==> src/hw/rtl/htsd_pkg.sv <==
// ============================================================================
// htsd_pkg
// Shared types, constants and helpers for the HTML tag strip / entity decoder.
// ============================================================================
`default_nettype none

package htsd_pkg;

    // Whitespace hold depth and derived widths
    localparam int HOLD_DEPTH = 16;
    localparam int HOLD_IDX_W = (HOLD_DEPTH > 1) ? $clog2(HOLD_DEPTH) : 1;
    localparam int HOLD_CNT_W = $clog2(HOLD_DEPTH + 1);
    localparam int HOLD_SUM_W = HOLD_IDX_W + 2;

    // Stream widths
    localparam int S_TDATA_W = 8;
    localparam int M_TDATA_W = 16;

    // Character codes
    localparam logic [7:0] CH_LT    = 8'h3C;  // '<'
    localparam logic [7:0] CH_GT    = 8'h3E;  // '>'
    localparam logic [7:0] CH_AMP   = 8'h26;  // '&'
    localparam logic [7:0] CH_SEMI  = 8'h3B;  // ';'
    localparam logic [7:0] CH_QUOTE = 8'h22;  // '"'

    // Scan mode
    typedef enum logic [1:0] {
        MODE_TEXT   = 2'd0,
        MODE_TAG    = 2'd1,
        MODE_ENTITY = 2'd2
    } mode_t;

    // Entity kinds
    typedef enum logic [2:0] {
        ENT_NONE,
        ENT_LT,
        ENT_GT,
        ENT_AMP,
        ENT_QUOT
    } ent_kind_t;

    // Token source for the emit path
    typedef enum logic [1:0] {
        TOK_AMP,
        TOK_LETTER,
        TOK_BYTE,
        TOK_DEC
    } tok_sel_t;

    // Result byte source
    typedef enum logic {
        SRC_HOLD,
        SRC_TOK
    } res_src_t;

    // Controller states
    typedef enum logic [2:0] {
        S_IDLE,
        S_EVAL,
        S_HANDLE,
        S_EMIT,
        S_FLUSH_NEXT,
        S_TAIL,
        S_FIN
    } state_t;

    // Commands from controller to datapath
    typedef struct packed {
        logic     latch_in;
        logic     mode_we;
        mode_t    mode_val;
        logic     let_we;
        logic     prog_clr;
        logic     tok_ld;
        tok_sel_t tok_sel;
        logic     idx_clr;
        logic     idx_inc;
        logic     sp_push;
        logic     sp_pop;
        logic     res_put;
        res_src_t res_src;
        logic     fin;
    } dp_cmd_t;

    // Status from datapath to controller
    typedef struct packed {
        mode_t mode;
        logic  eol;
        logic  b_lt;
        logic  b_gt;
        logic  b_amp;
        logic  ent_consume;
        logic  ent_decode;
        logic  tok_ws;
        logic  sp_empty;
        logic  sp_full;
        logic  idx_lt_prog;
        logic  out_ok;
        logic  fin_ok;
    } dp_stat_t;

    function automatic logic is_ws(input logic [7:0] b);
        return (b == 8'd32) || ((b >= 8'd9) && (b <= 8'd13));
    endfunction

    function automatic logic [7:0] to_lower(input logic [7:0] b);
        return ((b >= 8'h41) && (b <= 8'h5A)) ? (b + 8'd32) : b;
    endfunction

    function automatic ent_kind_t ent_classify(input logic [7:0] c);
        ent_kind_t k;
        unique case (c)
            8'h6C:   k = ENT_LT;    // 'l'
            8'h67:   k = ENT_GT;    // 'g'
            8'h61:   k = ENT_AMP;   // 'a'
            8'h71:   k = ENT_QUOT;  // 'q'
            default: k = ENT_NONE;
        endcase
        return k;
    endfunction

    function automatic logic [2:0] ent_len(input ent_kind_t k);
        logic [2:0] n;
        unique case (k)
            ENT_LT, ENT_GT: n = 3'd2;
            ENT_AMP:        n = 3'd3;
            ENT_QUOT:       n = 3'd4;
            default:        n = 3'd0;
        endcase
        return n;
    endfunction

    function automatic logic [7:0] ent_dec(input ent_kind_t k);
        logic [7:0] d;
        unique case (k)
            ENT_LT:   d = CH_LT;
            ENT_GT:   d = CH_GT;
            ENT_AMP:  d = CH_AMP;
            ENT_QUOT: d = CH_QUOTE;
            default:  d = 8'h00;
        endcase
        return d;
    endfunction

    // Lowercase letter expected at a position of the entity name
    function automatic logic [7:0] ent_char(input ent_kind_t k, input logic [1:0] pos);
        logic [7:0] c;
        c = 8'h00;
        unique case (k)
            ENT_LT:   c = (pos == 2'd0) ? 8'h6C : 8'h74;                 // l t
            ENT_GT:   c = (pos == 2'd0) ? 8'h67 : 8'h74;                 // g t
            ENT_AMP: begin
                unique case (pos)
                    2'd0:    c = 8'h61;                                  // a
                    2'd1:    c = 8'h6D;                                  // m
                    default: c = 8'h70;                                  // p
                endcase
            end
            ENT_QUOT: begin
                unique case (pos)
                    2'd0:    c = 8'h71;                                  // q
                    2'd1:    c = 8'h75;                                  // u
                    2'd2:    c = 8'h6F;                                  // o
                    default: c = 8'h74;                                  // t
                endcase
            end
            default:  c = 8'h00;
        endcase
        return c;
    endfunction

endpackage

`default_nettype wire

==> src/hw/rtl/htsd_ctrl.sv <==
// ============================================================================
// htsd_ctrl
// Sequencer: walks one input byte through tag, entity and emit steps.
// ============================================================================
`default_nettype none

module htsd_ctrl (
    input  wire logic              aclk,
    input  wire logic              aresetn,
    input  wire logic              s_tvalid,
    output logic                   s_tready,
    input  wire htsd_pkg::dp_stat_t stat,
    output htsd_pkg::dp_cmd_t      cmd
);
    import htsd_pkg::*;

    state_t state_reg, state_next;
    logic   ret_flush_reg, ret_flush_next;   // emit returns into the flush loop
    logic   flush_eol_reg, flush_eol_next;   // flush was started by line end
    logic   emit_done;

    // Emit step completes: whitespace is parked, non-space goes out after held spaces
    always_comb begin
        if (stat.tok_ws) begin
            emit_done = !stat.sp_full || stat.out_ok;
        end else begin
            emit_done = stat.sp_empty && stat.out_ok;
        end
    end

    // State registers
    always_ff @(posedge aclk) begin
        if (!aresetn) begin
            state_reg     <= S_IDLE;
            ret_flush_reg <= 1'b0;
            flush_eol_reg <= 1'b0;
        end else begin
            state_reg     <= state_next;
            ret_flush_reg <= ret_flush_next;
            flush_eol_reg <= flush_eol_next;
        end
    end

    // Next state
    always_comb begin
        state_next     = state_reg;
        ret_flush_next = ret_flush_reg;
        flush_eol_next = flush_eol_reg;
        unique case (state_reg)
            S_IDLE: begin
                if (s_tvalid) state_next = S_EVAL;
            end
            S_EVAL: begin
                unique case (stat.mode)
                    MODE_TAG: state_next = S_TAIL;
                    MODE_ENTITY: begin
                        if (stat.ent_consume) begin
                            state_next = S_TAIL;
                        end else if (stat.ent_decode) begin
                            state_next     = S_EMIT;
                            ret_flush_next = 1'b0;
                        end else begin
                            state_next     = S_EMIT;
                            ret_flush_next = 1'b1;
                            flush_eol_next = 1'b0;
                        end
                    end
                    default: state_next = S_HANDLE;
                endcase
            end
            S_HANDLE: begin
                if (stat.b_lt || stat.b_amp) begin
                    state_next = S_TAIL;
                end else begin
                    state_next     = S_EMIT;
                    ret_flush_next = 1'b0;
                end
            end
            S_EMIT: begin
                if (emit_done) state_next = ret_flush_reg ? S_FLUSH_NEXT : S_TAIL;
            end
            S_FLUSH_NEXT: begin
                if (stat.idx_lt_prog) begin
                    state_next     = S_EMIT;
                    ret_flush_next = 1'b1;
                end else begin
                    state_next = flush_eol_reg ? S_FIN : S_HANDLE;
                end
            end
            S_TAIL: begin
                if (stat.eol && (stat.mode == MODE_ENTITY)) begin
                    state_next     = S_EMIT;
                    ret_flush_next = 1'b1;
                    flush_eol_next = 1'b1;
                end else begin
                    state_next = S_FIN;
                end
            end
            S_FIN: begin
                if (stat.fin_ok) state_next = S_IDLE;
            end
            default: state_next = S_IDLE;
        endcase
    end

    // Outputs
    always_comb begin
        cmd      = '0;
        s_tready = 1'b0;
        unique case (state_reg)
            S_IDLE: begin
                // no transfer is taken while reset is held
                s_tready     = aresetn;
                cmd.latch_in = s_tvalid && aresetn;
            end
            S_EVAL: begin
                unique case (stat.mode)
                    MODE_TAG: begin
                        if (stat.b_gt) begin
                            cmd.mode_we  = 1'b1;
                            cmd.mode_val = MODE_TEXT;
                        end
                    end
                    MODE_ENTITY: begin
                        if (stat.ent_consume) begin
                            cmd.let_we = 1'b1;
                        end else if (stat.ent_decode) begin
                            cmd.tok_ld   = 1'b1;
                            cmd.tok_sel  = TOK_DEC;
                            cmd.prog_clr = 1'b1;
                            cmd.mode_we  = 1'b1;
                            cmd.mode_val = MODE_TEXT;
                        end else begin
                            cmd.tok_ld  = 1'b1;
                            cmd.tok_sel = TOK_AMP;
                            cmd.idx_clr = 1'b1;
                        end
                    end
                    default: ;
                endcase
            end
            S_HANDLE: begin
                if (stat.b_lt) begin
                    cmd.mode_we  = 1'b1;
                    cmd.mode_val = MODE_TAG;
                end else if (stat.b_amp) begin
                    cmd.mode_we  = 1'b1;
                    cmd.mode_val = MODE_ENTITY;
                    cmd.prog_clr = 1'b1;
                end else begin
                    cmd.tok_ld  = 1'b1;
                    cmd.tok_sel = TOK_BYTE;
                end
            end
            S_EMIT: begin
                if (stat.tok_ws) begin
                    // full hold: oldest space goes out as the new one goes in
                    if (!stat.sp_full) begin
                        cmd.sp_push = 1'b1;
                    end else if (stat.out_ok) begin
                        cmd.sp_push = 1'b1;
                        cmd.sp_pop  = 1'b1;
                        cmd.res_put = 1'b1;
                        cmd.res_src = SRC_HOLD;
                    end
                end else if (stat.out_ok) begin
                    cmd.res_put = 1'b1;
                    if (!stat.sp_empty) begin
                        cmd.sp_pop  = 1'b1;
                        cmd.res_src = SRC_HOLD;
                    end else begin
                        cmd.res_src = SRC_TOK;
                    end
                end
            end
            S_FLUSH_NEXT: begin
                if (stat.idx_lt_prog) begin
                    cmd.tok_ld  = 1'b1;
                    cmd.tok_sel = TOK_LETTER;
                    cmd.idx_inc = 1'b1;
                end else begin
                    cmd.prog_clr = 1'b1;
                    cmd.mode_we  = 1'b1;
                    cmd.mode_val = MODE_TEXT;
                end
            end
            S_TAIL: begin
                if (stat.eol && (stat.mode == MODE_ENTITY)) begin
                    cmd.tok_ld  = 1'b1;
                    cmd.tok_sel = TOK_AMP;
                    cmd.idx_clr = 1'b1;
                end
            end
            S_FIN: begin
                cmd.fin = stat.fin_ok;
            end
            default: ;
        endcase
    end

endmodule

`default_nettype wire

==> src/hw/rtl/htsd_dp.sv <==
// ============================================================================
// htsd_dp
// Datapath: input latch, entity matcher, whitespace hold and output stage.
// ============================================================================
`default_nettype none

module htsd_dp (
    input  wire logic                            aclk,
    input  wire logic                            aresetn,
    input  wire logic [7:0]                      in_byte,
    input  wire logic                            in_line_end,
    input  wire htsd_pkg::dp_cmd_t               cmd,
    output htsd_pkg::dp_stat_t                   stat,
    input  wire logic                            m_tready,
    output logic                                 m_tvalid,
    output logic [7:0]                           out_byte,
    output logic                                 out_has_byte,
    output logic                                 out_line_done,
    output logic                                 out_last_of_run
);
    import htsd_pkg::*;

    // Input and scan state
    logic [7:0] b_reg;
    logic       eol_reg;
    mode_t      mode_reg;
    logic [2:0] prog_reg;
    logic [7:0] letters_reg [4];
    logic [2:0] idx_reg;
    logic [7:0] tok_reg;
    logic [7:0] tok_next;

    // Whitespace hold (circular)
    logic [7:0]            hold_reg [HOLD_DEPTH];
    logic [HOLD_IDX_W-1:0] rd_reg;
    logic [HOLD_IDX_W-1:0] rd_inc;
    logic [HOLD_IDX_W-1:0] wr_idx;
    logic [HOLD_SUM_W-1:0] wr_sum;
    logic [HOLD_CNT_W-1:0] cnt_reg;

    // Pending result and output register
    logic       pend_valid_reg;
    logic [7:0] pend_byte_reg;
    logic       out_valid_reg;
    logic [7:0] out_byte_reg;
    logic       out_has_reg;
    logic       out_done_reg;
    logic       out_last_reg;
    logic       out_free;
    logic       out_load;
    logic [7:0] out_byte_next;
    logic       out_has_next;
    logic       out_done_next;
    logic       out_last_next;

    // Entity matcher
    logic [7:0] lb;
    logic [7:0] first;
    ent_kind_t  kind;
    logic [2:0] elen;
    logic       ent_consume;
    logic       ent_decode;

    always_comb begin
        lb    = to_lower(b_reg);
        first = (prog_reg == 3'd0) ? lb : to_lower(letters_reg[0]);
        kind  = ent_classify(first);
        elen  = ent_len(kind);
        ent_consume = 1'b0;
        ent_decode  = 1'b0;
        if (kind != ENT_NONE) begin
            if (prog_reg < elen) begin
                ent_consume = (lb == ent_char(kind, prog_reg[1:0]));
            end else begin
                ent_decode = (b_reg == CH_SEMI);
            end
        end
    end

    // Hold pointers
    always_comb begin
        rd_inc = (rd_reg == HOLD_IDX_W'(HOLD_DEPTH - 1)) ? '0 : rd_reg + 1'b1;
        wr_sum = HOLD_SUM_W'(rd_reg) + HOLD_SUM_W'(cnt_reg);
        if (wr_sum >= HOLD_SUM_W'(HOLD_DEPTH)) begin
            wr_sum = wr_sum - HOLD_SUM_W'(HOLD_DEPTH);
        end
        wr_idx = wr_sum[HOLD_IDX_W-1:0];
    end

    // Token mux
    always_comb begin
        unique case (cmd.tok_sel)
            TOK_AMP:    tok_next = CH_AMP;
            TOK_LETTER: tok_next = letters_reg[idx_reg[1:0]];
            TOK_BYTE:   tok_next = b_reg;
            TOK_DEC:    tok_next = ent_dec(kind);
            default:    tok_next = b_reg;
        endcase
    end

    // Status to controller
    assign out_free = !out_valid_reg || m_tready;

    always_comb begin
        stat.mode        = mode_reg;
        stat.eol         = eol_reg;
        stat.b_lt        = (b_reg == CH_LT);
        stat.b_gt        = (b_reg == CH_GT);
        stat.b_amp       = (b_reg == CH_AMP);
        stat.ent_consume = ent_consume;
        stat.ent_decode  = ent_decode;
        stat.tok_ws      = is_ws(tok_reg);
        stat.sp_empty    = (cnt_reg == '0);
        stat.sp_full     = (cnt_reg == HOLD_CNT_W'(HOLD_DEPTH));
        stat.idx_lt_prog = (idx_reg < prog_reg);
        stat.out_ok      = !pend_valid_reg || out_free;
        stat.fin_ok      = out_free || (!pend_valid_reg && !eol_reg);
    end

    // Output register load: previous pending moves out, or the run is closed
    always_comb begin
        out_load      = 1'b0;
        out_byte_next = pend_byte_reg;
        out_has_next  = 1'b1;
        out_done_next = 1'b0;
        out_last_next = 1'b0;
        if (cmd.res_put && pend_valid_reg) begin
            out_load = 1'b1;
        end else if (cmd.fin) begin
            if (pend_valid_reg) begin
                out_load      = 1'b1;
                out_done_next = eol_reg;
                out_last_next = 1'b1;
            end else if (eol_reg) begin
                // bare end marker
                out_load      = 1'b1;
                out_byte_next = 8'h00;
                out_has_next  = 1'b0;
                out_done_next = 1'b1;
                out_last_next = 1'b1;
            end
        end
    end

    // Control registers
    always_ff @(posedge aclk) begin
        if (!aresetn) begin
            mode_reg       <= MODE_TEXT;
            prog_reg       <= '0;
            idx_reg        <= '0;
            rd_reg         <= '0;
            cnt_reg        <= '0;
            pend_valid_reg <= 1'b0;
            out_valid_reg  <= 1'b0;
        end else begin
            if (cmd.fin && eol_reg) begin
                mode_reg <= MODE_TEXT;
            end else if (cmd.mode_we) begin
                mode_reg <= cmd.mode_val;
            end

            if ((cmd.fin && eol_reg) || cmd.prog_clr) begin
                prog_reg <= '0;
            end else if (cmd.let_we) begin
                prog_reg <= prog_reg + 3'd1;
            end

            if (cmd.idx_clr) begin
                idx_reg <= '0;
            end else if (cmd.idx_inc) begin
                idx_reg <= idx_reg + 3'd1;
            end

            if (cmd.sp_pop) rd_reg <= rd_inc;

            // held spaces are dropped at line end
            if (cmd.fin && eol_reg) begin
                cnt_reg <= '0;
            end else if (cmd.sp_push && !cmd.sp_pop) begin
                cnt_reg <= cnt_reg + 1'b1;
            end else if (cmd.sp_pop && !cmd.sp_push) begin
                cnt_reg <= cnt_reg - 1'b1;
            end

            if (cmd.res_put) begin
                pend_valid_reg <= 1'b1;
            end else if (cmd.fin) begin
                pend_valid_reg <= 1'b0;
            end

            if (out_load) begin
                out_valid_reg <= 1'b1;
            end else if (m_tready) begin
                out_valid_reg <= 1'b0;
            end
        end
    end

    // Payload registers; the hold is read at the oldest entry on a pop
    always_ff @(posedge aclk) begin
        if (cmd.latch_in) begin
            b_reg   <= in_byte;
            eol_reg <= in_line_end;
        end
        if (cmd.let_we) letters_reg[prog_reg[1:0]] <= b_reg;
        if (cmd.tok_ld) tok_reg <= tok_next;
        if (cmd.sp_push) hold_reg[wr_idx] <= tok_reg;
        if (cmd.res_put) begin
            pend_byte_reg <= (cmd.res_src == SRC_HOLD) ? hold_reg[rd_reg] : tok_reg;
        end
        if (out_load) begin
            out_byte_reg <= out_byte_next;
            out_has_reg  <= out_has_next;
            out_done_reg <= out_done_next;
            out_last_reg <= out_last_next;
        end
    end

    assign m_tvalid        = out_valid_reg;
    assign out_byte        = out_byte_reg;
    assign out_has_byte    = out_has_reg;
    assign out_line_done   = out_done_reg;
    assign out_last_of_run = out_last_reg;

endmodule

`default_nettype wire

==> src/hw/rtl/html_tag_strip_entity_decode.sv <==
// ============================================================================
// html_tag_strip_entity_decode
// Line-oriented HTML cleaner: drops tags, decodes four entities, trims
// trailing whitespace and closes every line with an end marker.
// ============================================================================
// Usage:
//   s_ channel: one text byte per transfer in s_tdata[7:0], s_tlast on the
//   last byte of a line. m_ channel: one cleaned byte or end marker per
//   transfer. Every input byte yields zero or more results; the final result
//   caused by a byte has m_tdata[8] set, m_tlast marks the line's closing
//   result and m_tuser is low on a bare end marker.
//   Steps of a byte: a byte taken inside a tag or an entity goes through
//   accept, evaluate, tail and finish; a text byte adds a handle step, and
//   each emit step (one result or one parked space) adds one more. A broken
//   entity emits its '&', then each held letter through a flush step and an
//   emit step. The last result of a byte waits in a pending register and
//   reaches the output register in the finish cycle.
//   Reset (aresetn low, synchronous) returns to normal text with empty
//   holds. If the receiver stalls, the output register holds its transfer
//   and the sequencer waits; s_tready stays low until the byte is done.
// ============================================================================
`default_nettype none

module html_tag_strip_entity_decode (
    input  wire logic                              aclk,
    input  wire logic                              aresetn,
    input  wire logic                              s_tvalid,
    output logic                                   s_tready,
    input  wire logic [htsd_pkg::S_TDATA_W-1:0]    s_tdata,   // [7:0] in_byte
    input  wire logic                              s_tlast,   // line_end
    output logic                                   m_tvalid,
    input  wire logic                              m_tready,
    // [7:0] out_byte, [8] last_of_run, [15:9] zero
    output logic [htsd_pkg::M_TDATA_W-1:0]         m_tdata,
    output logic                                   m_tuser,   // has_byte
    output logic                                   m_tlast    // line_done
);
    import htsd_pkg::*;

    dp_cmd_t    cmd;
    dp_stat_t   stat;
    logic [7:0] out_byte;
    logic       out_has_byte;
    logic       out_line_done;
    logic       out_last_of_run;

    htsd_ctrl u_ctrl (
        .aclk     (aclk),
        .aresetn  (aresetn),
        .s_tvalid (s_tvalid),
        .s_tready (s_tready),
        .stat     (stat),
        .cmd      (cmd)
    );

    htsd_dp u_dp (
        .aclk            (aclk),
        .aresetn         (aresetn),
        .in_byte         (s_tdata),
        .in_line_end     (s_tlast),
        .cmd             (cmd),
        .stat            (stat),
        .m_tready        (m_tready),
        .m_tvalid        (m_tvalid),
        .out_byte        (out_byte),
        .out_has_byte    (out_has_byte),
        .out_line_done   (out_line_done),
        .out_last_of_run (out_last_of_run)
    );

    // Pack result fields
    assign m_tdata = {7'd0, out_last_of_run, out_byte};
    assign m_tuser = out_has_byte;
    assign m_tlast = out_line_done;

endmodule

`default_nettype wire

==> config.mk <==
export PLATFORM = sky130hd
export DESIGN_NAME = html_tag_strip_entity_decode
export DESIGN_NICKNAME = d
export VERILOG_FILES = /design/src/hw/rtl/htsd_pkg.sv /design/src/hw/rtl/htsd_ctrl.sv /design/src/hw/rtl/htsd_dp.sv /design/src/hw/rtl/html_tag_strip_entity_decode.sv
export SDC_FILE = /design/constraint.sdc
export NUM_CORES = 1
export LEC_CHECK = 0
export BUFFER_PORTS_ARGS = -buffer_cell sky130_fd_sc_hd__buf_2
export CORE_ASPECT_RATIO = 2
export CORE_UTILIZATION = 40
export CTS_BUF_LIST = sky130_fd_sc_hd__clkbuf_4 sky130_fd_sc_hd__clkbuf_8
export CTS_CLUSTER_SIZE = 16
export DETAILED_ROUTE_END_ITERATION = 8
export MAX_ROUTING_LAYER = met4
export SETUP_SLACK_MARGIN = 0.05
export SLEW_MARGIN = 20
export SYNTH_ARGS = -nofsm -noshare
export SYNTH_HDL_FRONTEND = slang
export SYNTH_SLANG_ARGS = --single-unit
==> constraint.sdc <==
create_clock -name aclk -period 10.9 [get_ports aclk]
set_clock_uncertainty 0.15 [all_clocks]
set_input_delay 2.18 -clock aclk [delete_from_list [all_inputs] [get_ports aclk]]
set_output_delay 2.18 -clock aclk [all_outputs]
set_load 0.01 [all_outputs]
==> out/metrics.yaml, run 1 <==
io_buffers: 25
setup_tns_ns: 0
crit_chain: "inv_1 -> ha_1 -> nand2b_4 -> nor4b_1 -> nand2_1 -> a311o_1 -> or3_1 -> nand2_1 -> ha_1 -> o21ai_0 -> a41oi_1 -> nor2_1 -> or4b_4 -> a2111oi_4 -> a311oi_1 -> or2_1"
vdd_ir_drop_max_v: 0.0000900
synth_edf_count: 196
cts_buffers: 34
synth-seq-cells: 226
clock_latency_ns: 0.53
dieArea_um2: 26400
n_antenna_cell: 0
synth_area_leaders: "edfxtp_1 57%, mux4_2 10%, dfxtp_1 5.8%"
worstMarginPinSlew_ns: 0.986
grt_usage: 0.200
setup_viol: 0
rsz0062_at_grt: "false"
ys_seq_area_frac: 0.630
cp-start-kind: "flip-flop"
overflow: 0
wl_met3_um: 996
post_cts_resized: 0
cp.arrival_ns: 5.64
met2_length_mm: 14.3
path_clk_slew_ns: 0.06
required_ns: 10.97
drt_wl_total_mm: 24.4
min_period_ns: 5.57
largest_register_ffs: 128
syn_area_um2: 10300
dp_hpwl_mm: 18.0
slew_violations: 0
antenna_found_initial: 0
viasPerCell: 5.71
cts_tree: "done"
power.density_nw_per_um2: 150
post_cts_buffers: 0
postLayoutCoreUtil: 0.450
vias: 6204
slowest_delay_ns: 0.74
synthTopCellsByCount: "196 x edfxtp_1, 58 x nor2_1, 48 x mux4_2, 39 x nand2_1, 31 x a21oi_1"
num_io_pins: 33
p_total_w: 0.00170
ys_warn_count: 0
synth_top_area_share: 0.571
path_max_fanout: 14
fin_cells: 1087
initial_utilization: 0.410
p_leak_nw: 3.71
maxCapViolCount: 0
synth.largest_area_cell: "edfxtp_1"
grt_pass1_vias: 6518
netlist_instances: 701
die_w_um: 115
final_nets: 769
ctsHoldBuffers: 0
finalHoldViolCount: 0
synthToLayoutAreaGrowth_pct: 9.89
drt-met1-wl_mm: 7.43
wl_per_cell_um: 22.4
first_iter_violations: 326
grt_pass1_wl_mm: 37.3
fp-row-count: 82
post-synth-top-count-cell: "edfxtp_1"
crit_type: "reg -> reg"
clock-sinks: 226
ys.flop_type: "edfxtp_1"
end_kind: "flip-flop"
period_share: 0.511
status: "completed"
critPathSlowestCell: "a2111oi_4"
cts-root-buf: "clkbuf_8"
clock_path_buffers: 3
ys_types: 75
hp-class: "reg -> reg"
maxUsedRoutingLayer: "met4"
route.detailed.drc: 0
core_region_area_um2: 25100
drive_gt1_frac: 0.205
ys_async_sr_fraction: 0
dr.pass1.iters: 5
fmax_mhz: 179
cts_max_level: 2
die_h_um: 229
gp_congestion: 0.951
dp.cells: 1031
syn-mean-instance-area_um2: 14.7
grt_max_degree: 33
maxSlewHeadroom: 0.339
holdWs_ns: 0.353
drtAntennaViolNets: 0
final timing paths:
kind                          from               end  slack, ns  depth (start not counted)
hold reg to reg   u_dp.mode_reg[1]  u_dp.mode_reg[1]       0.35                          2
setup / recovery  u_dp.prog_reg[0]   u_dp.tok_reg[7]       5.33                         16
setup reg to reg  u_dp.prog_reg[0]   u_dp.tok_reg[7]       5.33                         16
hold / removal    u_dp.mode_reg[1]  u_dp.mode_reg[1]       0.35                          2
layer usage:
metal,vias up,track usage
li1,2774,-
met1,3092,0.172
met2,248,0.382
met5,-,-
met4,0,0.126
met3,90,0.0294
cell usage in the layout, fill, tap and decap left out, drive strengths merged, types with 13 or more instances in the layout:
master  count
mux4       48
dfxtp      30
nor2       58
buf        27
a21oi      31
nand2      39
inv        18
o21ai      22
nor3       13
clkbuf     51
ha         23
nor2b      13
edfxtp    196
stage by stage:
stage	cell area (um2)	worst slack, ns
6_report	11300	5.33
5_1_grt	11300	4.99
3_3_place_gp	10700	5.56
3_5_place_dp	10700	5.41
4_1_cts	11300	5.38
2_1_floorplan	10300	5.93
worst max-delay path: cells and delay by family, from the launching register on:
kind                     cells  cell delay (ns)
flip-flops                   1             0.36
AO/OA/AOI/OAI                5             1.70
AND/OR/NAND/NOR              8             2.14
buffers and inverters        1             0.17
adder cells (fa/ha/maj)      2             0.74
power breakdown:
| group | leakage, nW | internal, W | switching [W] |
|---|---|---|---|
| clock | 0.342 | 0.000358 | 0.000305 |
| sequential | 2.01 | 0.000953 | 0.0000290 |
| combinational | 1.36 | 0.0000212 | 0.0000324 |
| total | 3.71 | 0.00133 | 0.000366 |
cell type report:
class                      count  area, um2
fill                        2203      13800
sequential                   226       6490
multi-input combinational    424       3560
clock buffer                  51        614
tap                          336        420
timing repair buffer          27        140
inverter                      18       67.6
clock inverter                 5       25.0
cell families after synthesis:
logic type,synth area share
AOI/OAI and AO/OA,0.0833
and+or+nand+nor,0.0977
other,0.000364
muxes,0.119
DFF,0.630
buffers and inverters,0.0266
xor gates and xnor gates,0.0119
adders and majority gates,0.0318
Note: power is estimated with default switching activity, not from simulation.
==> run 2: changes to the inputs <==
==> constraint.sdc (replaced) <==
create_clock -name aclk -period 5.4 [get_ports aclk]
set_clock_uncertainty 0.15 [all_clocks]
set_input_delay 1.08 -clock aclk [delete_from_list [all_inputs] [get_ports aclk]]
set_output_delay 1.08 -clock aclk [all_outputs]
set_load 0.01 [all_outputs]
==> out/metrics.yaml, run 2 (same netlist as run 1, synthesis figures left out) <==
final_common_cell: "edfxtp_1"
post_cts_buffers: 0
fin_area_um2: 11400
postLayoutCoreUtil: 0.455
path_clk_slew_ns: 0.07
cp.arrival_ns: 5.17
power.density_nw_per_um2: 305
setup_tns_ns: 0
setup_viol: 0
status: "completed"
dp_slack_ns: 0.395
crit_type: "reg -> reg"
route.detailed.drc: 0
clock_path_buffers: 3
slowest_delay_ns: 0.70
overflow: 0
fmax_mhz: 199
period_share: 0.933
crit_chain: "nand4b_1 -> a211o_1 -> a22o_1 -> a311o_1 -> or3_1 -> nand2_1 -> ha_1 -> o21ai_0 -> a41oi_1 -> nor2_1 -> or4b_4 -> a2111oi_4 -> a311oi_1 -> or2_1"
grt_pass1_vias: 6552
first_iter_violations: 525
r2r_setup_slack_ns: 0.36
dp_hpwl_mm: 19.3
met2_length_mm: 15.0
clock_latency_ns: 0.58
cts_max_level: 1
maxCapViolCount: 0
ff_latch_area_um2: 6490
grt_max_degree: 33
path_max_fanout: 15
grt_usage: 0.204
drt_wl_total_mm: 25.5
largest_register_ffs: 128
worstMarginPinSlew_ns: 1.10
dp.cells: 1042
slew_violations: 0
final_cell_mix: "196 x edfxtp_1, 58 x nor2_1, 48 x mux4_2"
required_ns: 5.54
hp-class: "reg -> reg"
setup_slack_ns: 0.364
vdd_ir_drop_max_v: 0.000153
core_region_area_um2: 25100
multi_input_area_um2: 3570
synthToLayoutAreaGrowth_pct: 11.1
drtAntennaViolNets: 0
fin_cells: 1100
die_h_um: 229
grt_pass1_wl_mm: 38.2
cts-root-buf: "clkbuf_8"
num_io_pins: 33
cts_tree: "done"
finalHoldViolCount: 0
min_period_ns: 5.04
gp_congestion: 0.901
final_nets: 777
maxSlewHeadroom: 0.260
fillCellCount: 2186
clock-sinks: 226
viasPerCell: 5.64
fp-row-count: 82
dieArea_um2: 26400
n_antenna_cell: 0
dr.pass1.iters: 5
end_kind: "flip-flop"
die_w_um: 115
place_area_um2: 10800
wl_met3_um: 849
drt-met1-wl_mm: 8.09
critPathSlowestCell: "edfxtp_1"
ctsHoldBuffers: 0
initial_utilization: 0.410
vias: 6199
cts_buffers: 31
drive_gt1_frac: 0.216
rsz0062_at_grt: "false"
post_cts_resized: 0
wl_per_cell_um: 23.2
p_leak_nw: 3.77
antenna_found_initial: 0
maxUsedRoutingLayer: "met4"
io_buffers: 25
cp-start-kind: "flip-flop"
==> run 2: worst paths after layout <==
kind / from / to / depth (start not counted)
worst max-delay path: u_dp.b_reg[6] / u_dp.tok_reg[3] / 14
worst min-delay path: u_dp.mode_reg[1] / u_dp.mode_reg[1] / 2
worst max register to register: u_dp.b_reg[6] / u_dp.tok_reg[3] / 14
worst min register to register: u_dp.mode_reg[1] / u_dp.mode_reg[1] / 2
==> run 2: where the power goes <==
part / leakage (nW) / switching, W / internal, W
logic: 1.41 / 0.0000805 / 0.0000465
registers: 2.01 / 0.0000486 / 0.00192
clock network: 0.353 / 0.000641 / 0.000750
==> run 2: layout make-up <==
class                      instances  area share
sequential                       226       0.567
multi-input combinational        424       0.312
clock buffer                      37      0.0429
tap                              336      0.0367
timing repair buffer              38      0.0195
clock inverter                    21      0.0156
inverter                          18     0.00591
==> run 2: stage by stage <==
step           total power [W]  hold slack [ns]
2_1_floorplan          0.00208            0.307
3_3_place_gp           0.00213            0.320
3_5_place_dp           0.00213            0.343
4_1_cts                0.00352            0.355
5_1_grt                0.00360            0.388
6_report               0.00349            0.357
==> run 2: critical path: cells and delay by family (launching register included) <==
kind | cells | cell delay (ns)
flip-flops | 1 | 0.70
adder cells (fa/ha/maj) | 1 | 0.23
AND/OR/NAND/NOR | 6 | 1.72
AO/OA/AOI/OAI | 7 | 1.96
==> run 2: per-layer routing <==
layer / vias to the layer above / global-route usage
met1: 3127 / 0.177
met4: 0 / 0.127
li1: 2812 / -
met3: 72 / 0.0247
met2: 188 / 0.395
met5: - / -
